File: src/rtl/iecbd_pkg.sv
// Shared types and constants for the IEC 61937 burst deframer.
// No dependencies; imported by every other RTL source file except the assertion header.
`default_nettype none

package iecbd_pkg;

    localparam int SAMPLE_W   = 16;
    localparam int TYPE_W     = 7;
    localparam int LEN_W      = 13;
    localparam int CFG_ADDR_W = 3;
    localparam int CFG_DATA_W = 32;

    // Preamble words and special data type
    localparam logic [SAMPLE_W-1:0] SYNC_A        = 16'hF872;
    localparam logic [SAMPLE_W-1:0] SYNC_B        = 16'h4E1F;
    localparam logic [SAMPLE_W-1:0] ZERO_WORD     = 16'h0000;
    localparam logic [TYPE_W-1:0]   TYPE_EXTENDED = 7'd31;

    // Configuration register
    localparam logic                CFG_IDX_ACC_TYPE = 1'b0;
    localparam logic [TYPE_W-1:0]   ACC_TYPE_RESET   = 7'd1;

    // Byte count codes
    localparam logic [1:0] CNT_NONE = 2'd0;
    localparam logic [1:0] CNT_ONE  = 2'd1;
    localparam logic [1:0] CNT_TWO  = 2'd2;

    typedef enum logic [3:0] {
        PH_Z0   = 4'd0,
        PH_Z1   = 4'd1,
        PH_Z2   = 4'd2,
        PH_Z3   = 4'd3,
        PH_SA   = 4'd4,
        PH_SB   = 4'd5,
        PH_TYPE = 4'd6,
        PH_LEN  = 4'd7,
        PH_DATA = 4'd8
    } t_phase;

    typedef struct packed {
        logic              locked;
        logic [1:0]        byte_count;
        logic [7:0]        first_byte;
        logic [7:0]        second_byte;
        logic              burst_end;
        logic [TYPE_W-1:0] burst_type;
        logic [LEN_W-1:0]  burst_bytes;
    } t_result;

endpackage

`default_nettype wire

File: src/rtl/iecbd_outq.sv
// Two-entry result queue between the core and the output channel, so a
// transfer can be taken while a result is stalled. Depends on iecbd_pkg.
`default_nettype none

module iecbd_outq import iecbd_pkg::*; (
    input  wire logic    i_clk,
    input  wire logic    i_rst_n,
    input  wire logic    i_push,
    input  wire t_result i_data,
    output logic         o_full,
    output logic         o_valid,
    input  wire logic    i_pop,
    output t_result      o_data
);

    t_result    r_mem [2];
    logic       r_wr_ptr;
    logic       r_rd_ptr;
    logic [1:0] r_count;
    logic [1:0] n_count;

    // storage
    always_ff @(posedge i_clk) begin
        if (i_push) begin
            r_mem[r_wr_ptr] <= i_data;
        end
    end

    always_comb begin
        n_count = r_count;
        case ({i_push, i_pop})
            2'b10:   n_count = r_count + 2'd1;
            2'b01:   n_count = r_count - 2'd1;
            default: n_count = r_count;
        endcase
    end

    // pointers and fill level
    always_ff @(posedge i_clk) begin
        if (!i_rst_n) begin
            r_wr_ptr <= 1'b0;
            r_rd_ptr <= 1'b0;
            r_count  <= 2'd0;
        end else begin
            if (i_push) r_wr_ptr <= ~r_wr_ptr;
            if (i_pop)  r_rd_ptr <= ~r_rd_ptr;
            r_count <= n_count;
        end
    end

    assign o_full  = r_count[1];
    assign o_valid = (r_count != 2'd0);
    assign o_data  = r_mem[r_rd_ptr];

endmodule

`default_nettype wire

File: config.mk
export PLATFORM = sky130hd
export DESIGN_NAME = iecbd_outq
export DESIGN_NICKNAME = d
export VERILOG_FILES = /design/src/rtl/iecbd_pkg.sv /design/src/rtl/iecbd_outq.sv
export SDC_FILE = /design/constraint.sdc
export NUM_CORES = 1
export LEC_CHECK = 0
export ABC_AREA = 0
export CORE_MARGIN = 5
export CORE_UTILIZATION = 61
export CTS_CLUSTER_DIAMETER = 50
export DETAILED_ROUTE_END_ITERATION = 6
export DONT_BUFFER_PORTS = 1
export GPL_ROUTABILITY_DRIVEN = 0
export PLACE_DENSITY_LB_ADDON = 0.2
export SLEW_MARGIN = 20
export SYNTH_ARGS = -nofsm -noshare
export SYNTH_HDL_FRONTEND = slang
export SYNTH_SLANG_ARGS = --single-unit
File: constraint.sdc
create_clock -name i_clk -period 3.6 [get_ports i_clk]
set_input_delay 0.54 -clock i_clk [delete_from_list [all_inputs] [get_ports i_clk]]
set_output_delay 0.54 -clock i_clk [all_outputs]
set_load 0.03 [all_outputs]
### Word level (Yosys, flattened, before mapping)

Memories as Yosys holds them, arrays and structs flattened. A register that Yosys moved wholly into a read port is not among the register bits.
Cells that the tools add are included.

| storage, ports and cells | value |
|---|---|
| output and inout port bits | 42 |
| word-level logic and storage cells | 17 |
| bits in writable memories | 80 |
| register bits | 4 |
| memories | 1 |

Memories:

| memory | words | width | rd ports | clocked after memory_dff | wr ports | line | source |
|---|---|---|---|---|---|---|---|
| r_mem | 2 | 40 | 1 | 1 | 1 | iecbd_outq.sv:16 | `t_result r_mem [2];` |

| cells by class | value |
|---|---|
| multiplexer cells | 5 |
| bitwise operators | 2 |
| add/subtract/negate cells | 2 |
| eq/ne operators | 2 |
| reductions and logical operators | 2 |

Operators by type and width:

| cell | count |
|---|---|
| $mux W1 | 4 |
| $pmux W2 S2 | 1 |
| $reduce_bool A2 Y1 | 2 |
| $add A2 B1 Y2 const B | 1 |
| $eq A2 B1 Y1 const B | 1 |
| $eq A2 B2 Y1 const B | 1 |
| $not A1 Y1 | 2 |
| $sub A2 B1 Y2 const B | 1 |

### Logic depth before layout (Yosys ltp)

| logic depth | value |
|---|---|
| depth in word-level cells | 3 |
| gate-level depth with buffers | 5 |
| gate-level depth less buffers | 5 |

### Worst setup path after synthesis

OpenSTA, ideal clock, no wires.

| timing | value |
|---|---|
| path kind | input port to flip-flop |
| start point | input port i_push |
| end point | memory r_mem[0][0] (netlist name), enable pin |
| setup time | 0.440 ns |
| path buffers | 0 |
| slack | 0.851 ns |
| stages on the path | 2 |
| required time | 3.160 ns |
| arrival | 2.310 ns |
| cells stage by stage | inv_1 > nor2_1 |

| on the way | value |
|---|---|
| word-level cells in the longest chain between the ends | 2 |

RTL lines:

| what | line | source |
|---|---|---|
| start: declaration | iecbd_outq.sv:8 | `input wire logic i_push,` |
| $mux W1 | iecbd_outq.sv:24 | `if (i_push) begin` |
| $mux W1 (implied by the code) | iecbd_outq.sv:25 | `r_mem[r_wr_ptr] <= i_data;` |
| end: declaration | iecbd_outq.sv:16 |  |

Every way passes these cells.

==> results.txt <==
Clock Latency Late Sink: 0.33 ns
critical path peak fanout: 40
Total GRT Usage: 14.9%
RR Endpoint: r_mem[1][0]
hold_buf cts: 0
H-Tree Depth: 3
clk buf depth: 2
Remaining DRCs: 0
worst min-delay path category: primary input to flop
clock slew at reported path FFs: 0.08 ns
CP top delay family: flip-flops
Total Wirelength: 4.63 mm
cell with the most instances after synthesis: edfxtp_1
Num CTS Buffers: 9
worst r2r src: r_wr_ptr
vias in the first global route: 1336
outcome: complete, no violations
Die Span X: 81.1 um
slowest cell on the critical path: dfxtp_2
HPWL after detailed placement: 3.03 mm
Initial DRC Count: 80
top area cells in the synthesized netlist: edfxtp_1 78%, mux2_2 15%, dfxtp_1 3.2%, and2_1 0.81%, buf_2 0.65%
fraction of layout cells with a size suffix above 1: 36.7%
Avg Vias per Cell: 5.56
final number of setup-violating endpoints: 0
Hold Path Origin: i_data[7]
first-pass GRT wire length: 6.86 mm
DP Area: 3160 um2
core region area: 4820 um2
LEAKAGE: 1.10 nW
Top FF cell, synth: edfxtp_1
skew final: 0.00425 ns
post_cts resized: 0
worst vdd rail ir drop: 0.000412 V
Worst Tran Pin Value: 0.942 ns
synthesized cell area: 3080 um2
crit path buf inv count: 0
area of the multi-input gates: 566 um2
setup slack, reg-to-reg: 2.04 ns
WS Path Type: flop to output pin
top cell type's share of synthesized area: 77.9%
Die Area: 6580 um2
final hold slack: 0.296 ns
critical path capture point type: output pin
Synth area leader: edfxtp_1
# fillers: 325
clock sinks: 85
Hold Fails Final Rpt: 0
number of vias in the routed layout: 1252
Async SR Flop Fraction: 0%
total congestion overflow: 0
commonest cells in the netlist: 80 x edfxtp_1, 40 x mux2_2, 5 x dfxtp_1
TritonRoute pass-1 iters: 4
# port buffers: 0
Ports: 86
Reg area: 2500 um2
number of diodes: 0
pin count of the biggest net entering global routing: 42
Finished Cell Area: 3380 um2
initial antenna violation count: 0
Avg Cell Area, Syn: 21.3 um2
worst-case reg-to-reg path depth: 1
clk root buf: clkbuf_8
Min-Delay Endpoint: r_mem[1][7]
area grow syn2layout: 9.78%
CTS tree: yes
Tmin final: 2.33 ns
Syn Nets: 190
type of origin of the critical path: flop
non-filler cells in the finished layout: 225
Netlist cell types: 16
CP required: 3.06 ns
power per cell area: 613 nW/um2
CP arrival: 1.79 ns
max_cap viols: 0
RSZ-0062 raised after global routing: false
chip height: 81.1 um
Site Rows: 25
Worst slew margin: 37.2%
top achievable clock speed: 429 MHz
crit-path max cell delay: 0.92 ns
DR WL/cell: 20.6 um
crit path cell chain: mux2_2
Final period util: 64.7%
post-placement cell count: 208
Ys Warns: 0
Yosys reg bits: 85
hold depth: 0
number of synthesized flops with an enable pin: 80
setup TNS: 0 ns
Slew Limit Fails: 0
antenna-violating nets left: 0
Seq/Total Area, Yosys: 81.2%
Post-CTS Repair Setup Buffers: 0
synthesized netlist cell count: 145
nets: 198
initial core utilization: 64.0%
sequential cells by signal (all words and copies together), names as in the netlist, named ones only:
name	flops
r_wr_ptr	1
r_rd_ptr	1
r_count	2
r_mem	80
stage by stage:
stage | utilization, % | total power (W) | setup slack, ns
floorplan | - | 0.00138 | 0.851
global placement | 65.5 | 0.00140 | 1.64
detailed placement | 65.5 | 0.00141 | 1.61
CTS | 69.8 | 0.00209 | 1.23
global route | 70.3 | 0.00215 | 1.17
finish | 70.3 | 0.00207 | 1.27
cell type report:
| class | count | area share [%] |
|---|---|---|
| Sequential cell | 85 | 74.0 |
| Multi-Input combinational cell | 55 | 16.7 |
| Clock buffer | 12 | 3.99 |
| Tap cell | 67 | 2.48 |
| Clock inverter | 4 | 2.14 |
| Timing Repair Buffer | 1 | 0.591 |
| Inverter | 1 | 0.111 |
placed cells by master, fill, tap and decap left out, types with 2 or more instances in the layout:
master and instances:
dfxtp_1 4, clkbuf_1 3, and2_1 3, mux2_2 40
clkbuf_8 9, bufinv_16 2, xnor2_1 2, edfxtp_1 80
worst max-delay path by stage:
stage / start / endpoint / slack, ns / cells past startpoint
global route: flop / o_data[26] / 1.17 / 1
global placement: flop / o_data[3] / 1.64 / 1
finish: flop / o_data[26] / 1.27 / 1
detailed placement: flop / o_data[28] / 1.61 / 1
floorplan: i_push / r_mem[0][0] / 0.85 / 2
CTS: flop / o_data[28] / 1.23 / 1
power breakdown:
| part | internal, W | leakage [nW] | switching [W] |
|---|---|---|---|
| Clock | 0.000391 | 0.101 | 0.000297 |
| Combinational | 0.0000653 | 0.209 | 0.000148 |
| Sequential | 0.00114 | 0.793 | 0.0000327 |
| Total | 0.00160 | 1.10 | 0.000478 |
routing by layer:
layer	part of all wire, %	up-vias	routed length [um]	track usage [%]
li1	-	579	-	-
met1	34	619	1590	15.6
met2	54	48	2490	24.7
met3	11	6	507	6.76
met4	1.1	0	49	8.61
met5	0	-	0	0
logic make-up after synthesis:
family	after synthesis	share of synthesized area, %
AOI/OAI and AO/OA	3	0.649
xor gates and xnor gates	3	0.852
adders and majority gates	1	0.406
buffers and inverters	5	0.771
DFF	85	81.2
muxes	40	14.6
and+or+nand+nor	8	1.54
Note: power is estimated with default switching activity, not from simulation.
