--- src/rtl/iecbd_pkg.sv ---
// Shared types and constants for the IEC 61937 burst deframer.
// No dependencies; imported by every other RTL source file except the assertion header.
`default_nettype none

package iecbd_pkg;

    localparam int SAMPLE_W   = 16;
    localparam int TYPE_W     = 7;
    localparam int LEN_W      = 13;
    localparam int CFG_ADDR_W = 3;
    localparam int CFG_DATA_W = 32;

    // Preamble words and special data type
    localparam logic [SAMPLE_W-1:0] SYNC_A        = 16'hF872;
    localparam logic [SAMPLE_W-1:0] SYNC_B        = 16'h4E1F;
    localparam logic [SAMPLE_W-1:0] ZERO_WORD     = 16'h0000;
    localparam logic [TYPE_W-1:0]   TYPE_EXTENDED = 7'd31;

    // Configuration register
    localparam logic                CFG_IDX_ACC_TYPE = 1'b0;
    localparam logic [TYPE_W-1:0]   ACC_TYPE_RESET   = 7'd1;

    // Byte count codes
    localparam logic [1:0] CNT_NONE = 2'd0;
    localparam logic [1:0] CNT_ONE  = 2'd1;
    localparam logic [1:0] CNT_TWO  = 2'd2;

    typedef enum logic [3:0] {
        PH_Z0   = 4'd0,
        PH_Z1   = 4'd1,
        PH_Z2   = 4'd2,
        PH_Z3   = 4'd3,
        PH_SA   = 4'd4,
        PH_SB   = 4'd5,
        PH_TYPE = 4'd6,
        PH_LEN  = 4'd7,
        PH_DATA = 4'd8
    } t_phase;

    typedef struct packed {
        logic              locked;
        logic [1:0]        byte_count;
        logic [7:0]        first_byte;
        logic [7:0]        second_byte;
        logic              burst_end;
        logic [TYPE_W-1:0] burst_type;
        logic [LEN_W-1:0]  burst_bytes;
    } t_result;

endpackage

`default_nettype wire

--- src/rtl/iecbd_cfg.sv ---
// APB-style configuration register block: holds accepted_type.
// Depends on iecbd_pkg.
`default_nettype none

module iecbd_cfg import iecbd_pkg::*; (
    input  wire logic                  i_clk,
    input  wire logic                  i_rst_n,
    input  wire logic                  i_psel,
    input  wire logic                  i_penable,
    input  wire logic                  i_pwrite,
    input  wire logic [CFG_ADDR_W-1:0] i_paddr,
    input  wire logic [CFG_DATA_W-1:0] i_pwdata,
    output logic      [CFG_DATA_W-1:0] o_prdata,
    output logic                       o_pready,
    output logic      [TYPE_W-1:0]     o_accepted_type
);

    logic              w_acc_wr;
    logic [TYPE_W-1:0] r_accepted_type;
    logic              w_sel_acc;

    // word index lives in paddr[2]; anything but index 0 is ignored
    assign w_sel_acc = (i_paddr[2] == CFG_IDX_ACC_TYPE);
    assign w_acc_wr  = i_psel & i_penable & i_pwrite & w_sel_acc;

    always_ff @(posedge i_clk) begin
        if (!i_rst_n) begin
            r_accepted_type <= ACC_TYPE_RESET;
        end else if (w_acc_wr) begin
            r_accepted_type <= i_pwdata[TYPE_W-1:0];
        end
    end

    // read-back
    assign o_prdata = w_sel_acc ? {{(CFG_DATA_W-TYPE_W){1'b0}}, r_accepted_type}
                                : {CFG_DATA_W{1'b0}};
    assign o_pready        = 1'b1;
    assign o_accepted_type = r_accepted_type;

endmodule

`default_nettype wire

--- config.mk ---
export PLATFORM = sky130hd
export DESIGN_NAME = iecbd_cfg
export DESIGN_NICKNAME = d
export VERILOG_FILES = /design/src/rtl/iecbd_pkg.sv /design/src/rtl/iecbd_cfg.sv
export SDC_FILE = /design/constraint.sdc
export NUM_CORES = 1
export LEC_CHECK = 0
export ABC_AREA = 1
export ABC_CLOCK_PERIOD_IN_PS = 800
export BUFFER_PORTS_ARGS = -buffer_cell sky130_fd_sc_hd__clkbuf_2
export CAP_MARGIN = 25
export CORE_MARGIN = 2
export CORE_UTILIZATION = 30
export DETAILED_ROUTE_END_ITERATION = 16
export HOLD_SLACK_MARGIN = 0.08
export PLACE_DENSITY = 0.85
export REMOVE_ABC_BUFFERS = 1
export SKIP_LAST_GASP = 1
export SLEW_MARGIN = 20
export SYNTH_ARGS = -nofsm -noshare
export SYNTH_HDL_FRONTEND = slang
export SYNTH_SLANG_ARGS = --single-unit
export TNS_END_PERCENT = 5
--- constraint.sdc ---
create_clock -name i_clk -period 0.8 [get_ports i_clk]
set_input_delay 0.04 -clock i_clk [delete_from_list [all_inputs] [get_ports i_clk]]
set_output_delay 0.04 -clock i_clk [all_outputs]
set_load 0.02 [all_outputs]
* Word-level counts from Yosys, hierarchy flattened
Index checks and enable logic that the tools add are counted.
** Cells by class
- Multiplexer cells :: 1
- Bitwise operators :: 4
** Operators with widths (number)
- two-way mux 7 bit :: 1
- bitwise AND 1 bit :: 3
- inverter 1 bit :: 1
** Storage, ports and cells
- Flip-flop bits (word level) :: 7
- Output and inout bits :: 40
- Logic and storage cells :: 6

* Depth between registers and ports, before layout
- Depth in word-level cells :: 3
- Depth in mapped cells :: 6
- Gate-level depth less buffers :: 5

* Least setup slack after synthesis
No wires, ideal clock.
- Path type :: flip-flop to output port
- Start point :: register r_accepted_type[1], in the netlist o_accepted_type[1]
- End point :: output o_prdata[1]
- Arrival :: 0.782 ns
- Setup slack :: -0.022 ns
- Stages on the path, launching flop included :: 3
- Cell sequence :: dfxtp_1 > inv_1 > nor2_1
** On the way
- Longest elaborated chain between the ends :: 1
** RTL lines
- from (decl) :: line iecbd_cfg.sv:19 : logic [TYPE_W-1:0] r_accepted_type;
- from (signal assigned) :: line iecbd_cfg.sv:30 : r_accepted_type <= i_pwdata[TYPE_W-1:0];
- two-way mux 7 bit :: line iecbd_cfg.sv:35 : assign o_prdata = w_sel_acc ? {{(CFG_DATA_W-TYPE_W){1'b0}}, r_accepted_type}
- to (decl) :: line iecbd_cfg.sv:13 : output logic [CFG_DATA_W-1:0] o_prdata,
Every way passes these cells.

* Final worst setup path
- Start point :: register r_accepted_type[3], in the netlist o_accepted_type[3]
- End point :: output o_prdata[3]
The elaborated chain is that of the path after synthesis.

==> results.sh <==
export IMPL_max_stage_delay_ns=0.33
export IMPL_antenna_cells=0
export IMPL_netlist_area_um2=601
export IMPL_timing_rr_end="o_accepted_type[6]$_SDFFE_PN0P_"
export IMPL_fin_crit_ns=0.885
export IMPL_worstHoldStart="i_pwdata[3]"
export IMPL_vias=508
export IMPL_synth_top_area_cell="buf_4"
export IMPL_p_clk_share_pct=32.3
export IMPL_total_power_uw=984
export IMPL_crit_path_start_kind="flop"
export IMPL_crit_slowest_cell="dfxtp_2"
export IMPL_fin_nets=164
export IMPL_cts_root_buf="clkbuf_4"
export IMPL_row_count=16
export IMPL_r2r_slack_ns=0
export IMPL_p_sw_share_pct=35.4
export IMPL_drt_pass1_iter_count=3
export IMPL_path_class="flop to primary output"
export IMPL_hold_viol_final=0
export IMPL_io_pins=80
export IMPL_combPwrFrac_pct=29.9
export IMPL_die_area_mm2=0.00238
export IMPL_largest_reg_flops=7
export IMPL_synth_area_leaders="buf_4 32%, dfxtp_1 23%, nor2_1 12%"
export IMPL_cts_sinks=7
export IMPL_maxCapViolCount=0
export IMPL_ys_types=14
export IMPL_die_h_um=48.7
export IMPL_core_area_mm2=0.00192
export IMPL_hold_depth=5
export IMPL_finalSetupTns_ns=-0.678
export IMPL_wl_um=1030
export IMPL_rr_worst_depth=4
export IMPL_dp_final_hpwl_um=857
export IMPL_gp_congestion=0.725
export IMPL_finalClockSkew_ns=0
export IMPL_final_antenna_net_count=0
export IMPL_cp_cell_sequence="inv_1 > nor2_1 > clkbuf_4"
export IMPL_multi_input_area_um2=284
export IMPL_cts_buffers=3
export IMPL_r2r_start="o_accepted_type[6]$_SDFFE_PN0P_"
export IMPL_drt_iter0_markers=5
export IMPL_track_usage_pct=8.44
export IMPL_max_freq_mhz=1130
export IMPL_clkLatencyLatePin_ns=0.24
export IMPL_synth_area_per_cell_um2=6.67
export IMPL_antenna_found_initial=0
export IMPL_ys_ff_latch=7
export IMPL_p_leak_uw=0.000459
export IMPL_cp_top_family="flip-flops"
export IMPL_cp_max_fo=3
export IMPL_critPathBufInv=2
export IMPL_yosys_area_top_type_share_pct=32.5
export IMPL_power_frac_seq_pct=37.8
export IMPL_rsz0062_at_grt="yes"
export IMPL_ys_seq_area_share_pct=23.3
export IMPL_routedWlPerCell_um=6.89
export IMPL_final_period_utilization_pct=111
export IMPL_chipWidth_um=48.7
export IMPL_seqCellArea_um2=149
export IMPL_fillCellCount=225
export IMPL_violations="negative setup slack"
export IMPL_grt_max_degree=8
export IMPL_h_tree_depth=1
export IMPL_fin_ws_ns=-0.0849
export IMPL_clkSlewWorstSetupHoldPaths_ns=0.05
export IMPL_p_switching_uw=348
export IMPL_drc=0
export IMPL_ir_worst_vdd_mv=0.539
export IMPL_grt_pass1_vias=381
export IMPL_cts_buffer_depth=2
export IMPL_grt_pass1_wl_um=1550
export IMPL_maxSlewViolCount=0
export IMPL_status="complete, but fails checks"
export IMPL_worst_ep_arrival_time_ns=0.84
export IMPL_via_per_inst=3.39
export IMPL_hold_class="primary input to flop"
export IMPL_drive_above_1_share_pct=37.4
export IMPL_holdPathEnd="o_accepted_type[3]$_SDFFE_PN0P_"
export IMPL_grt_overflow_total=0
export IMPL_area_delta_synth_final_pct=25.0
export IMPL_portBuffers=26
export IMPL_end_kind="primary output"
export IMPL_power_density_mw_per_mm2=1310
export IMPL_p_int_uw=636
export IMPL_crit_required_ns=0.76
export IMPL_postSynthCellCount=90
export IMPL_yosys_warnings=0
export IMPL_initial_core_util_pct=31.3
export IMPL_finalSetupViolations=9
export IMPL_cts_tree="built"
metal layers:
metal  up-vias  part of all wire [%]  track usage, %  routed length (µm)
li1        276                     -               -                   -
met1       206                    37            9.30                 380
met2        24                    54            15.8                 556
met3         2                   8.3           0.926                  86
met4         0                  0.87            4.29                   9
met5         -                     0               0                   0
layout make-up:
type / instances / share of cell area, %
multi-input cells: 64 / 37.8
repair buffers: 32 / 26.3
flip-flops and latches: 7 / 19.8
inverters: 16 / 8.00
well taps: 27 / 4.50
clock buffers: 4 / 3.50
power groups by stage:
stage,Clock [µW],Combinational (µW),Sequential [µW]
3_5_place_dp,0,273,378
2_1_floorplan,0,183,392
3_3_place_gp,0,271,378
6_report,317,294,372
4_1_cts,325,285,373
5_1_grt,351,321,375
through the flow:
stage	instance area (µm²)	setup WS [ns]	std cells	utilization (%)	hold WS, ns
after CTS	728	-0.111	147	37.9	0.0965
after global routing	751	-0.153	150	39.1	0.110
after floorplan	484	-0.0217	87	-	0.125
final	751	-0.0849	150	39.1	0.0984
after detailed placement	656	0.0900	141	34.1	0.265
after global placement	656	0.0942	141	34.1	0.252
worst min-delay path: stages:
cell and delay, ns:
clkbuf_2 0.08, inv_1 0.04, nand3_1 0.06, nand2_1 0.06, nor2_1 0.03
worst max-delay path by stage:
stage | endpoint | slack [ns] | startpoint | cells after the start
6_report | o_prdata[3] | -0.08 | o_accepted_type[3]$_SDFFE_PN0P_ | 3
3_5_place_dp | o_accepted_type[6]$_SDFFE_PN0P_ | 0.09 | i_pwrite | 6
5_1_grt | o_prdata[2] | -0.15 | o_accepted_type[2]$_SDFFE_PN0P_ | 3
4_1_cts | o_prdata[1] | -0.11 | o_accepted_type[1]$_SDFFE_PN0P_ | 3
3_3_place_gp | o_accepted_type[3]$_SDFFE_PN0P_ | 0.09 | i_pwrite | 6
2_1_floorplan | o_prdata[1] | -0.02 | o_accepted_type[1]$_SDFFE_PN0P_ | 2
timing repair:
action,CTS,global route
pin swaps,0,2
gates resized for setup,14,7
setup endpoints to repair,14,14
setup buffers,0,3
hold buffers,2,0
hold endpoints to repair,2,0
cell usage after synthesis (all sizes together):
cell,count
nand2,9
nand3,7
dfxtp,7
conb,2
inv,16
o21ai,1
nor2,21
buf,27
layout by cell type (no fill, tap or decap):
cell type       n
buf_4          10
nand3_1         7
clkbuf_1        1
nand2_2         1
conb_1         26
nor2_8          1
dlygate4sd3_1   2
nor2_1         19
nand2_1         7
nand2_4         1
o21ai_0         1
inv_2           2
dfxtp_2         7
clkbuf_2       19
nor2_4          1
clkbuf_4        4
inv_1          14
logic make-up (layout without fill, tap and decap cells):
| family | Yosys count | after routing | synth area share, % |
|---|---|---|---|
| buffers and inverters | 43 | 52 | 44.4 |
| DFF | 7 | 7 | 23.3 |
| and+or+nand+nor | 37 | 37 | 30.2 |
| AOI/OAI and AO/OA | 1 | 1 | 0.833 |
| other | 2 | 26 | 1.25 |
(Power assumes the default switching activity.)
