$ cat src/rtl/iecbd_pkg.sv
// Shared types and constants for the IEC 61937 burst deframer.
// No dependencies; imported by every other RTL source file except the assertion header.
`default_nettype none

package iecbd_pkg;

    localparam int SAMPLE_W   = 16;
    localparam int TYPE_W     = 7;
    localparam int LEN_W      = 13;
    localparam int CFG_ADDR_W = 3;
    localparam int CFG_DATA_W = 32;

    // Preamble words and special data type
    localparam logic [SAMPLE_W-1:0] SYNC_A        = 16'hF872;
    localparam logic [SAMPLE_W-1:0] SYNC_B        = 16'h4E1F;
    localparam logic [SAMPLE_W-1:0] ZERO_WORD     = 16'h0000;
    localparam logic [TYPE_W-1:0]   TYPE_EXTENDED = 7'd31;

    // Configuration register
    localparam logic                CFG_IDX_ACC_TYPE = 1'b0;
    localparam logic [TYPE_W-1:0]   ACC_TYPE_RESET   = 7'd1;

    // Byte count codes
    localparam logic [1:0] CNT_NONE = 2'd0;
    localparam logic [1:0] CNT_ONE  = 2'd1;
    localparam logic [1:0] CNT_TWO  = 2'd2;

    typedef enum logic [3:0] {
        PH_Z0   = 4'd0,
        PH_Z1   = 4'd1,
        PH_Z2   = 4'd2,
        PH_Z3   = 4'd3,
        PH_SA   = 4'd4,
        PH_SB   = 4'd5,
        PH_TYPE = 4'd6,
        PH_LEN  = 4'd7,
        PH_DATA = 4'd8
    } t_phase;

    typedef struct packed {
        logic              locked;
        logic [1:0]        byte_count;
        logic [7:0]        first_byte;
        logic [7:0]        second_byte;
        logic              burst_end;
        logic [TYPE_W-1:0] burst_type;
        logic [LEN_W-1:0]  burst_bytes;
    } t_result;

endpackage

`default_nettype wire

$ cat src/rtl/iecbd_core.sv
// Deframer state machine: preamble hunt, type and length capture, payload
// byte extraction. Produces one result per transfer. Depends on iecbd_pkg.
`default_nettype none

module iecbd_core import iecbd_pkg::*; (
    input  wire logic                i_clk,
    input  wire logic                i_rst_n,
    input  wire logic                i_step,
    input  wire logic [SAMPLE_W-1:0] i_sample,
    input  wire logic [TYPE_W-1:0]   i_accepted_type,
    output t_result                  o_result
);

    t_phase            r_phase,        n_phase;
    logic [TYPE_W-1:0] r_cur_type,     n_cur_type;
    logic [LEN_W-1:0]  r_len_bytes,    n_len_bytes;
    logic [LEN_W-1:0]  r_bytes_seen,   n_bytes_seen;

    logic [SAMPLE_W-1:0] w_word;
    logic [1:0]          w_count;
    logic [7:0]          w_b0;
    logic [7:0]          w_b1;
    logic                w_last;
    logic [LEN_W-1:0]    w_seen_next;
    logic                w_two_left;

    // little-endian to big-endian
    assign w_word = {i_sample[7:0], i_sample[15:8]};

    // payload byte extraction (output side)
    always_comb begin
        w_two_left  = ({1'b0, r_len_bytes} >= ({1'b0, r_bytes_seen} + 14'd2));
        w_count     = CNT_NONE;
        w_b0        = 8'h00;
        w_b1        = 8'h00;
        w_seen_next = r_bytes_seen;
        w_last      = 1'b0;
        if (r_phase == PH_DATA) begin
            w_b0 = w_word[15:8];
            if (w_two_left) begin
                w_b1    = w_word[7:0];
                w_count = CNT_TWO;
            end else begin
                w_count = CNT_ONE;
            end
            w_seen_next = r_bytes_seen + {{(LEN_W-2){1'b0}}, w_count};
            w_last      = (w_seen_next == r_len_bytes);
        end
    end

    // next state
    always_comb begin
        n_phase      = r_phase;
        n_cur_type   = r_cur_type;
        n_len_bytes  = r_len_bytes;
        n_bytes_seen = r_bytes_seen;
        case (r_phase)
            PH_Z0: begin
                if (w_word == ZERO_WORD) n_phase = PH_Z1;
            end
            PH_Z1: n_phase = (w_word == ZERO_WORD) ? PH_Z2 : PH_Z0;
            PH_Z2: n_phase = (w_word == ZERO_WORD) ? PH_Z3 : PH_Z0;
            PH_Z3: n_phase = (w_word == ZERO_WORD) ? PH_SA : PH_Z0;
            PH_SA: begin
                // extra zero words keep waiting for the first sync word
                if (w_word == SYNC_A) begin
                    n_phase = PH_SB;
                end else if (w_word != ZERO_WORD) begin
                    n_phase = PH_Z0;
                end
            end
            PH_SB: n_phase = (w_word == SYNC_B) ? PH_TYPE : PH_Z0;
            PH_TYPE: begin
                n_cur_type = w_word[TYPE_W-1:0];
                n_phase    = (w_word[TYPE_W-1:0] == TYPE_EXTENDED) ? PH_Z0 : PH_LEN;
            end
            PH_LEN: begin
                if (r_cur_type == i_accepted_type) begin
                    n_bytes_seen = '0;
                    n_len_bytes  = w_word[15:3];
                    n_phase      = (w_word[15:3] == '0) ? PH_Z0 : PH_DATA;
                end else begin
                    n_phase = PH_Z0;
                end
            end
            PH_DATA: begin
                n_bytes_seen = w_seen_next;
                if (w_last) n_phase = PH_Z0;
            end
            default: n_phase = PH_Z0;
        endcase
    end

    // state registers, advanced once per accepted transfer
    always_ff @(posedge i_clk) begin
        if (!i_rst_n) begin
            r_phase      <= PH_Z0;
            r_cur_type   <= '0;
            r_len_bytes  <= '0;
            r_bytes_seen <= '0;
        end else if (i_step) begin
            r_phase      <= n_phase;
            r_cur_type   <= n_cur_type;
            r_len_bytes  <= n_len_bytes;
            r_bytes_seen <= n_bytes_seen;
        end
    end

    // result for this transfer
    always_comb begin
        o_result.locked      = (n_phase == PH_TYPE) || (n_phase == PH_LEN) ||
                               (n_phase == PH_DATA);
        o_result.byte_count  = w_count;
        o_result.first_byte  = w_b0;
        o_result.second_byte = w_b1;
        o_result.burst_end   = w_last;
        o_result.burst_type  = n_cur_type;
        o_result.burst_bytes = n_len_bytes;
    end

endmodule

`default_nettype wire

$ cat config.mk
export PLATFORM = sky130hd
export DESIGN_NAME = iecbd_core
export DESIGN_NICKNAME = d
export VERILOG_FILES = /design/src/rtl/iecbd_pkg.sv /design/src/rtl/iecbd_core.sv
export SDC_FILE = /design/constraint.sdc
export NUM_CORES = 1
export LEC_CHECK = 0
export ABC_AREA = 1
export ABC_CLOCK_PERIOD_IN_PS = 12000
export BUFFER_PORTS_ARGS = -buffer_cell sky130_fd_sc_hd__buf_2
export CAP_MARGIN = 20
export CELL_PAD_IN_SITES_DETAIL_PLACEMENT = 1
export CELL_PAD_IN_SITES_GLOBAL_PLACEMENT = 2
export CORE_MARGIN = 2
export CORE_UTILIZATION = 32
export DETAILED_ROUTE_END_ITERATION = 12
export GPL_ROUTABILITY_DRIVEN = 0
export PLACE_DENSITY = 0.95
export REMOVE_ABC_BUFFERS = 1
export SYNTH_ARGS = -nofsm -noshare
export SYNTH_HDL_FRONTEND = slang
export SYNTH_SLANG_ARGS = --single-unit
$ cat constraint.sdc
create_clock -name i_clk -period 12 [get_ports i_clk]
set_input_delay 1.2 -clock i_clk [delete_from_list [all_inputs] [get_ports i_clk]]
set_output_delay 1.2 -clock i_clk [all_outputs]
set_load 0.01 [all_outputs]
After elaboration in Yosys (flattened, before gate mapping):

Cells that the tools add are included.

* logic and storage cells: 56
* output and inout port bits: 40
* input bits: 26
* register bits after elaboration: 37

* add/subtract/negate cells: 2
* $lt $le $gt $ge: 1
* multiplexer cells: 24
* eq/ne operators: 17
* reductions and logical operators: 8

Operators by type and width (number)
* $mux 13: 3
* $pmux 4 s9: 1
* $pmux 13 s2: 1
* $eq 4x3->1 const B: 6
* $mux 4: 6
* $mux 8: 3
* $eq 16x15->1 const B: 1
* $eq 16x16->1 const B: 1
* $logic_not 16->1: 1
* $reduce_bool 16->1: 1
* $add 13x2->14 const B: 1
* $ge 13x14->1: 1
* $add 13x2->13: 1
* $eq 13x13->1: 1
* $logic_not 13->1: 1
* $mux 2: 5
* $mux 3: 3
* $eq 4x2->1 const B: 2
* $eq 4x4->1 const B: 2
* $eq 7x5->1 const B: 1
* $eq 7x7->1: 1
* $mux 7: 1
* $eq 4x1->1 const B: 1
* $logic_not 4->1: 1
* other kinds (5): 6

Longest topological paths before layout:

Gate-level depths: netlist of the first run.

* word-level depth: 12
* gate-level depth with buffers: 33
* mapped depth without buffers: 32

Least setup slack after synthesis of the first run:

No wires, ideal clock.

* path kind: register to output
* start: reg r_bytes_seen[3]
* end: out o_result[20] (netlist bit)
* required time: 10.800 ns
* arrival: 3.609 ns
* buffers on the path: 2
* stages on the path, launching flop included: 26
* setup slack: 7.191 ns
* path through: dfxtp_1 buf_4 nand2_1 inv_1 nand2_1 nor2_1 nand2_1 xor2_1 ha_1 a21oi_1 a21boi_0 nand2_1 nand2_1 nand2_1 nand2_2 ha_1 inv_1 fa_1 nor2_4 nand3_1 xor2_1 nor2_1 nor4_1 nand2_1 nor2_1 buf_4

* cells in the longest elaborated chain, start to end: 7

RTL lines
* start, declared: RTL line iecbd_core.sv:17 `logic [LEN_W-1:0] r_bytes_seen, n_bytes_seen;`
* start signal, assigned: RTL line iecbd_core.sv:105 `r_bytes_seen <= n_bytes_seen;`
* $add 13x2->14: RTL line iecbd_core.sv:32 `w_two_left = ({1'b0, r_len_bytes} >= ({1'b0, r_bytes_seen} + 14'd2));`
* $ge 13x14->1: RTL line iecbd_core.sv:32
* $mux 2: RTL line iecbd_core.sv:40 `if (w_two_left) begin`
* $mux 2: RTL line iecbd_core.sv:38 `if (r_phase == PH_DATA) begin`
* $add 13x2->13 *: RTL line iecbd_core.sv:46 `w_seen_next = r_bytes_seen + {{(LEN_W-2){1'b0}}, w_count};`
* $eq 13x13->1 *: RTL line iecbd_core.sv:47 `w_last = (w_seen_next == r_len_bytes);`
* $mux 1 *: RTL line iecbd_core.sv:38
* end, declared: RTL line iecbd_core.sv:11 `output t_result o_result`

Mark *: on every way between the ends. The rest lies on a longest branch, timed or not. The select of a mux whose other input is x is not followed.

==> results of run 1 <==
## sequential cells by signal, indices dropped and copies added (netlist names)
name,cells
r_bytes_seen,13
r_len_bytes,13
r_cur_type,7
r_phase,4
## routing by layer
layer  GRT usage (%)  vias to the layer above
met5               0                        -
met4            4.19                        0
met3            2.78                        9
met2            37.7                       64
met1            26.5                     1729
li1                -                     1820
## worst register-to-register path: cells and delay by family (launching register included)
family,cells,cell delay [ps]
fa+ha+maj,3,940
flops,1,510
simple gates,21,2140
buf+inv,3,280
compound gates,2,360
xor+xnor,1,150
## cells in the mapped netlist (2+ instances only)
| cell type | number |
|---|---|
| a211oi_1 | 6 |
| nand2_2 | 4 |
| nand3b_1 | 6 |
| nor2_4 | 3 |
| buf_4 | 5 |
| dfxtp_1 | 37 |
| nand3_1 | 42 |
| nor3_2 | 2 |
| inv_2 | 3 |
| clkbuf_1 | 5 |
| nor2_2 | 4 |
| xnor2_1 | 4 |
| o21ai_0 | 34 |
| nor2_1 | 46 |
| nor4_1 | 7 |
| a21oi_1 | 36 |
| xor2_1 | 15 |
| ha_1 | 16 |
| o21ai_1 | 7 |
| buf_6 | 2 |
| buf_1 | 2 |
| nand4_1 | 12 |
| nor3_1 | 2 |
| nand2_1 | 130 |
| or2_2 | 4 |
| inv_1 | 76 |
| buf_2 | 4 |
## report_power, final
part,switching [mW],total (mW),internal [mW]
sequential,0.00155,0.127,0.125
combinational,0.0261,0.0392,0.0132
clock,0.0490,0.0948,0.0458
## final timing paths
check	end
hold / removal	r_bytes_seen[12]
setup reg to reg	r_phase[3]
setup / recovery	o_result[20]
hold reg to reg	r_bytes_seen[12]
## cells by family (layout without fill, tap and decap cells)
logic type	after synthesis	in the layout	share of synthesized area, %
buffers and inverters	98	153	12.4
AOI/OAI and AO/OA	88	88	14.5
xor gates and xnor gates	21	21	6.49
DFF	37	37	22.6
adders and majority gates	17	17	6.71
and+or+nand+nor	266	266	37.3
## per-stage QoR
| step | instance area (µm²) | util (%) | std cells |
|---|---|---|---|
| after floorplan | 3170 | - | 509 |
| after global placement | 3660 | 37.2 | 707 |
| after detailed placement | 3660 | 37.2 | 707 |
| after CTS | 3750 | 38.0 | 714 |
| after global routing | 3780 | 38.3 | 715 |
| final | 3780 | 38.3 | 715 |
## final cells by class
class	count	area, µm²
clock buffer	7	86.3
fill	1347	6090
inverter	80	302
multi-input combinational	392	2130
sequential	37	741
tap	133	166
timing repair buffer	66	353
==> results.md, run 1 <==
- Outcome: completed
- Arrival time at the worst endpoint: between 4000 and 5000 ps
- Port Buffers: 65
- Crit path buf inv count: 3
- Layout cells sized above 1: 16.7%
- Syn Area/Cell: roughly 6.2 µm²
- # diodes: 0
- M1 wire length: ~5200 µm
- DRC: 0
- Leakage: roughly 1.8 nW
- Worst-Skew Late Latency: 300 ps
- Most frequent cells in the layout: nand2_1, inv_1, buf_2
- Critical path's slowest cell: dfxtp_1
- Crit path max-delay family: simple AND/OR/NAND/NOR gates
- H-tree depth: 2
- Synth async-reset ratio: 0%
- Leading area contributor after synthesis: dfxtp_1
- Area Overhead vs Synth: 15.2%
- R2R setup slack: approximately 7500 ps
- Place WS: approximately 6400 ps
- CTS tree: done
- Core Area: 0.00986 mm²
- Pwr per Cell Area: about 70 mW/mm²
- Largest net degree at the start of global routing: 31
- First-pass DRT Iterations: 4
- CP peak stage delay: between 500 and 600 ps
- Slew headroom: roughly 40%
- Yosys warning total: 0
- Most common cell after layout, fill and taps aside: nand2_1
- Top-area cell type share of the netlist area: about 23%
- Num Clock Sinks: 37
- First-pass GRT wire length: around 19000 µm
- Worst-path clk slew: 80 ps
- Post-CTS Setup Bufs: 0
- EDFF count, synth: 0
- Synth Flop Type: dfxtp_1
- Initial antenna violation count: 0
- Critical Path End Type: output pin
- Initial core utilization: between 30% and 40%
- Number of distinct library cells after synthesis: 40
- Initial DRC count: 90
- CP Max Fanout: 8
- CTS Hold Bufs: 0
- Post-layout minimum cycle time: approximately 5900 ps
- Post-synthesis cell count: approximately 530
- Crit path cell chain: nand2_1, inv_1, nand2_1, nor2_1, nand2_1, xor2_1, ha_1, a21oi_1, a21boi_0, nand2_1, nand2_1, nand2_1, nand2_2, ha_1, inv_1, fa_1, nor2_4, nand3_1, xor2_1, nor2_1, nor4_1, nand2_1, nor2_1, buf_2
- Register area share after synthesis: a little under a quarter
- DIE HEIGHT: 105 µm
- GRT Util Overall: 20.9%
- Worst slew pin tran: ~900 ps
- Total gr overflow: 0
- Startpoint Class: flip-flop
- Met3 wire length: 341 µm
- WL final: 11400 µm
- Wire length on met2: 5680 µm
- Post-Route Skew: 8.64 ps
- R2R cell count: 30
- Via density per instance: 5.07
- Worst r2r src: r_bytes_seen[3]
- Aggregate negative setup slack: 0 ps
- Fin crit share: between 40 and 50%
- Vias in the first global route: roughly 3.8k
- Slew Viols, Final: 0
- DP Wirelength: 9080 µm
- Clock Tree Buf Depth: 2
- Setup WS post-layout: approximately 6100 ps
- RSZ-0062 raised after global routing: false
- Post-cts sizing count: 0
- Nets@finish: around 630
- Number of synthesized register bits: 37
- Hold Crit Depth: 2
- Crit Path Category: reg2out
- Cell repeated most along the worst path: nand2_1
- Cts bufs inserted: 5
- Max-cap viol count: 0
- Clock tree root driver cell: clkbuf_8
- Via count: 3622
- Mapped Area: 0.00328 mm²
- Site Rows: 36
- Hold crit path type: reg2reg
- Final setup fails: 0
- Die width: about 110 µm
- Synth top area cells: dfxtp_1, nand2_1, inv_1
- Worst vdd ir: around 0.000039 V
- Worst EP required: 10800 ps
- Worst hold start: r_bytes_seen[12]
- Critical Path Start: r_bytes_seen[3]
- I/O pin count: 66
- Fmax: roughly 170 MHz
- Smallest hold slack: 477 ps
- Tot Pwr: roughly 260 µW
- WP depth: 24
- Die area: roughly 0.011 mm²
- Wire per inst: approximately 16 µm
- Max Used Layer: met4
- Final ANT Viol Nets: 0
- Hold Vio Cnt, Final: 0
Note: power is estimated with default switching activity, not from simulation.
==> run 2, diff against run 1 <==
--- a/config.mk
+++ b/config.mk
@@ -6,16 +6,16 @@
 export NUM_CORES = 1
 export LEC_CHECK = 0
 export ABC_AREA = 1
-export ABC_CLOCK_PERIOD_IN_PS = 12000
+export ABC_CLOCK_PERIOD_IN_PS = 5800
 export BUFFER_PORTS_ARGS = -buffer_cell sky130_fd_sc_hd__buf_2
 export CAP_MARGIN = 20
 export CELL_PAD_IN_SITES_DETAIL_PLACEMENT = 1
 export CELL_PAD_IN_SITES_GLOBAL_PLACEMENT = 2
 export CORE_MARGIN = 2
-export CORE_UTILIZATION = 32
+export CORE_UTILIZATION = 29
 export DETAILED_ROUTE_END_ITERATION = 12
 export GPL_ROUTABILITY_DRIVEN = 0
-export PLACE_DENSITY = 0.95
+export PLACE_DENSITY = 0.92
 export REMOVE_ABC_BUFFERS = 1
 export SYNTH_ARGS = -nofsm -noshare
 export SYNTH_HDL_FRONTEND = slang
==> constraint.sdc (replaced) <==
create_clock -name i_clk -period 5.8 [get_ports i_clk]
set_input_delay 0.58 -clock i_clk [delete_from_list [all_inputs] [get_ports i_clk]]
set_output_delay 0.58 -clock i_clk [all_outputs]
set_load 0.01 [all_outputs]
==> results.md, run 2 (synthesized netlist as in run 1, its figures left out) <==
- First-pass DRT Iterations: 6
- GRT Util Overall: about 20%
- Hold Vio Cnt, Final: 0
- Crit Path Category: reg2out
- RSZ-0062 raised after global routing: false
- Most common cell after layout, fill and taps aside: nand2_1
- Worst vdd ir: approximately 0.00012 V
- Post-layout minimum cycle time: between 5000 and 6000 ps
- Worst-path clk slew: about 60 ps
- Post-CTS Setup Bufs: 0
- CP peak stage delay: roughly 440 ps
- Final ANT Viol Nets: 0
- Fin crit share: 91.2%
- CTS Hold Bufs: 0
- First-pass GRT wire length: 19000 µm
- Worst-Skew Late Latency: slightly below 300 ps
- Port Buffers: 65
- Worst EP required: about 5200 ps
- Multi-input gate area: roughly 0.0021 mm²
- Crit path max-delay family: simple AND/OR/NAND/NOR gates
- Critical Path End Type: output pin
- # diodes: 0
- Final core occ: a little over a third
- Via density per instance: 4.96
- Die area: between 0.01 and 0.015 mm²
- Site Rows: 38
- Biggest regs: r_bytes_seen (13), r_len_bytes (13), r_cur_type (7)
- Slew Viols, Final: 0
- Clock Tree Buf Depth: 2
- Hold crit path type: reg2reg
- Most frequent cells in the layout: nand2_1, inv_1, buf_2
- Vias in the first global route: approximately 3.8k
- Final setup fails: 0
- Hold Crit Depth: 2
- Slew headroom: between 40 and 50%
- Die width: about 110 µm
- Arrival time at the worst endpoint: between 4000 and 5000 ps
- Fmax: between 150 and 200 MHz
- CTS tree: done
- Leakage: 1.82 nW
- Area Overhead vs Synth: 18.2%
- Cts bufs inserted: 5
- Wire per inst: around 16 µm
- Tot Pwr: ~670 µW
- I/O pin count: 66
- WP depth: 29
- Core Area: ~0.011 mm²
- Total gr overflow: 0
- Crit path buf inv count: 3
- R2R cell count: 30
- DRC: 0
- Pwr per Cell Area: roughly 170 mW/mm²
- Worst slew pin tran: 876 ps
- Seq. cell area: 743 µm²
- Startpoint Class: flip-flop
- Final-layout fill cell count: 1501
- Largest net degree at the start of global routing: 31
- Max-cap viol count: 0
- Num Clock Sinks: 37
- Aggregate negative setup slack: 0 ps
- Post-cts sizing count: 0
- DIE HEIGHT: between 100 and 150 µm
- Clock tree root driver cell: clkbuf_16
- Initial DRC count: 100
- Outcome: completed
- Post-Route Skew: around 7.4 ps
- Via count: 3588
- CP Max Fanout: 8
- Initial antenna violation count: 0
- H-tree depth: 2
- Layout cells sized above 1: 17.3%
- Critical path's slowest cell: dfxtp_1
- Initial core utilization: between 20 and 30%
- Nets@finish: 625
- WL final: around 12000 µm
- Cell repeated most along the worst path: nand2_1
- DP Wirelength: approximately 9400 µm
==> run 2: cell types whose count changed in the layout (fill, tap and decap cells not counted) <==
cell / change
clkbuf_16: +5
clkbuf_1: -1
clkinv_4: +1
bufinv_16: +1
clkbuf_8: -6
clkinvlp_4: +1
dfxtp_2: +2
dfxtp_1: -2
==> run 2: power breakdown <==
group          internal (mW)  leakage (nW)  total, mW  switching (mW)
Combinational         0.0272          1.44     0.0820          0.0547
Clock                  0.204        0.0800      0.326           0.122
Sequential             0.259         0.301      0.262         0.00344
==> run 2: worst paths after layout <==
path | from | slack [ps] | endpoint
hold reg to reg | r_bytes_seen[12] | 480 | r_bytes_seen[12]
setup reg to reg | r_bytes_seen[4] | 1360 | r_phase[3]
hold / removal | r_bytes_seen[12] | 480 | r_bytes_seen[12]
setup / recovery | r_bytes_seen[4] | 510 | o_result[39]
==> run 2: worst register-to-register path, delay by kind of cell, from the launching register on <==
kind	cells	cell delay (ps)
and+or+nand+nor	21	2120
adders and majority gates	3	950
DFF	1	440
AOI/OAI and AO/OA	2	350
buffers and inverters	3	290
xor gates and xnor gates	1	170
==> run 2: layout make-up <==
cell class | instances | share of cell area, %
clock inverter | 3 | 1.19
clock buffer | 5 | 3.23
sequential | 37 | 19.2
inverter | 80 | 7.78
multi-input combinational | 392 | 55.0
timing repair buffer | 66 | 9.11
tap | 140 | 4.52
==> run 2: layer usage <==
layer / part of all wire (%) / GRT usage [%] / vias to the layer above
li1: - / - / 1816
met1: 47 / 25.9 / 1689
met2: 48 / 35.8 / 65
met3: 2.8 / 3.17 / 18
met4: 1.8 / 5.89 / 0
met5: 0 / 0 / -
==> run 2: stage by stage <==
| step | setup slack (ps) | instance area (µm²) | std cells | hold slack (ps) |
|---|---|---|---|---|
| after global routing | 17.2 | 3870 | 723 | 513 |
| after CTS | 447 | 3840 | 722 | 477 |
| after floorplan | 1560 | 3170 | 509 | 441 |
| final | 511 | 3870 | 723 | 477 |
| after global placement | 1100 | 3670 | 714 | 448 |
| after detailed placement | 793 | 3670 | 714 | 469 |
==> run 3, diff against run 2 <==
--- a/config.mk
+++ b/config.mk
@@ -15,7 +15,8 @@
 export CORE_UTILIZATION = 29
 export DETAILED_ROUTE_END_ITERATION = 12
 export GPL_ROUTABILITY_DRIVEN = 0
-export PLACE_DENSITY = 0.92
+export GPL_TIMING_DRIVEN = 0
+export PLACE_DENSITY_LB_ADDON = 0.25
 export REMOVE_ABC_BUFFERS = 1
 export SYNTH_ARGS = -nofsm -noshare
 export SYNTH_HDL_FRONTEND = slang
==> results.md, run 3 (synthesized netlist as in run 1, its figures left out) <==
- Hold Vio Cnt, Final: 0
- Initial DRC count: about 120
- First-pass GRT wire length: around 19000 µm
- Crit Path Category: reg2out
- Post-DP Area: between 0.003 and 0.004 mm²
- Worst vdd ir: between 0.0001 and 0.00015 V
- Worst slew pin tran: 938 ps
- Vias in the first global route: 3689
- Num Clock Sinks: 37
- Area Overhead vs Synth: 17.6%
- Final setup fails: 0
- Core Area: about 0.011 mm²
- CP Max Fanout: 8
- Final ANT Viol Nets: 0
- Outcome: completed
- Fmax: ~190 MHz
- Startpoint Class: flip-flop
- WL final: between 10000 and 15000 µm
- Wire per inst: 16.2 µm
- DRC: 0
- Die area: roughly 0.012 mm²
- Post-placement cell count: 715
- # diodes: 0
- DIE HEIGHT: approximately 110 µm
- Most common cell after layout, fill and taps aside: nand2_1
- Max-cap viol count: 0
- Most frequent cells in the layout: nand2_1, inv_1, buf_2
- H-tree depth: 2
- Layout cells sized above 1: ~17%
- First-pass DRT Iterations: 5
- Total gr overflow: 0
- Worst-path clk slew: 60 ps
- GRT Util Overall: 20.5%
- Clock Tree Buf Depth: 2
- Slew Viols, Final: 0
- Pwr per Cell Area: 165 mW/mm²
- Worst-Skew Late Latency: about 300 ps
- Initial core utilization: about 30%
- Biggest regs: r_bytes_seen (13), r_len_bytes (13), r_cur_type (7)
- Largest net degree at the start of global routing: 28
- Post-Layout Inst Area: approximately 0.0039 mm²
- Post-Route Skew: between 5 and 6 ps
- RSZ-0062 raised after global routing: false
- Critical Path End Type: output pin
- Aggregate negative setup slack: 0 ps
- I/O pin count: 66
- Initial antenna violation count: 0
- DP Wirelength: about 9500 µm
- Via count: 3584
- Cts bufs inserted: 5
- CTS tree: done
- Die width: ~110 µm
- Leakage: between 1.5 and 2 nW
- Worst EP required: between 5000 and 6000 ps
- Nets@finish: between 600 and 700
- Post-layout minimum cycle time: about 5300 ps
- Slew headroom: 37.1%
- Hold crit path type: reg2reg
- Port Buffers: 65
- Finished Layout Cells: 724
- Clock tree root driver cell: clkbuf_16
- Site Rows: 38
- Via density per instance: ~5.0
- Arrival time at the worst endpoint: between 4000 and 5000 ps
- Fin crit share: roughly nine tenths
## run 3: changes by cell type in the layout (fill, tap and decap cells not counted)
cell,change
clkinv_4,-1
bufinv_16,-1
clkinv_2,+1
buf_4,+1
inv_6,+1
## run 3: power by group
group	internal, mW	switching (mW)
combinational	0.0272	0.0543
sequential	0.259	0.00319
clock	0.160	0.132
## run 3: cell type report
class	instances	area, µm²
Inverter	80	302
Tap cell	140	175
Sequential cell	37	743
Fill cell	1456	7080
Clock buffer	5	125
Multi-Input combinational cell	392	2130
Timing Repair Buffer	67	360
Clock inverter	3	21.3
## run 3: final timing paths
path,startpoint,to,slack (ps),cells past startpoint
worst max-delay path,r_bytes_seen[4],o_result[20],470,24
worst min-delay path,r_bytes_seen[12],r_bytes_seen[12],480,2
worst max register to register,r_bytes_seen[4],r_phase[3],1270,29
worst min register to register,r_bytes_seen[12],r_bytes_seen[12],480,2
## run 3: worst max-delay path: stages, from the launching register on
cell and delay (ps):
dfxtp_1 440, nand2_1 120, inv_1 180, nand2_1 110, nor2_1 200, nand2_1 100
xor2_1 150, ha_1 300, a21oi_1 150, a21boi_0 290, nand2_1 100, nand2_1 70
nand2_1 60, nand2_2 140, ha_1 210, inv_1 60, fa_1 450, nor2_4 220
nand3_1 150, xor2_1 290, nor2_1 70, nor4_1 180, nand2_1 90, nor2_1 160
buf_2 150
## run 3: what timing repair did
action                                  in CTS  in global routing
buffers inserted                             0                  1
hold buffers                                 0                  0
endpoints found under the setup margin       0                  2
resized for setup                            0                  2
## run 3: per-layer routing
layer  vias to the layer above  wire length (µm)  global-route usage (%)
met5                         -                 0                       0
met4                         0               180                    5.54
met3                        12               306                    4.12
met2                        53              5790                    36.0
met1                      1694              5470                    25.6
li1                       1825                 -                       -
## run 3: through the flow
step	utilization (%)	hold slack, ps	worst slack (ps)	power [mW]
after floorplan	-	441	1560	0.312
after global placement	33.6	449	694	0.347
after detailed placement	33.8	473	638	0.351
after CTS	35.2	480	290	0.647
after global routing	35.3	492	6.69	0.667
final	35.3	476	467	0.636
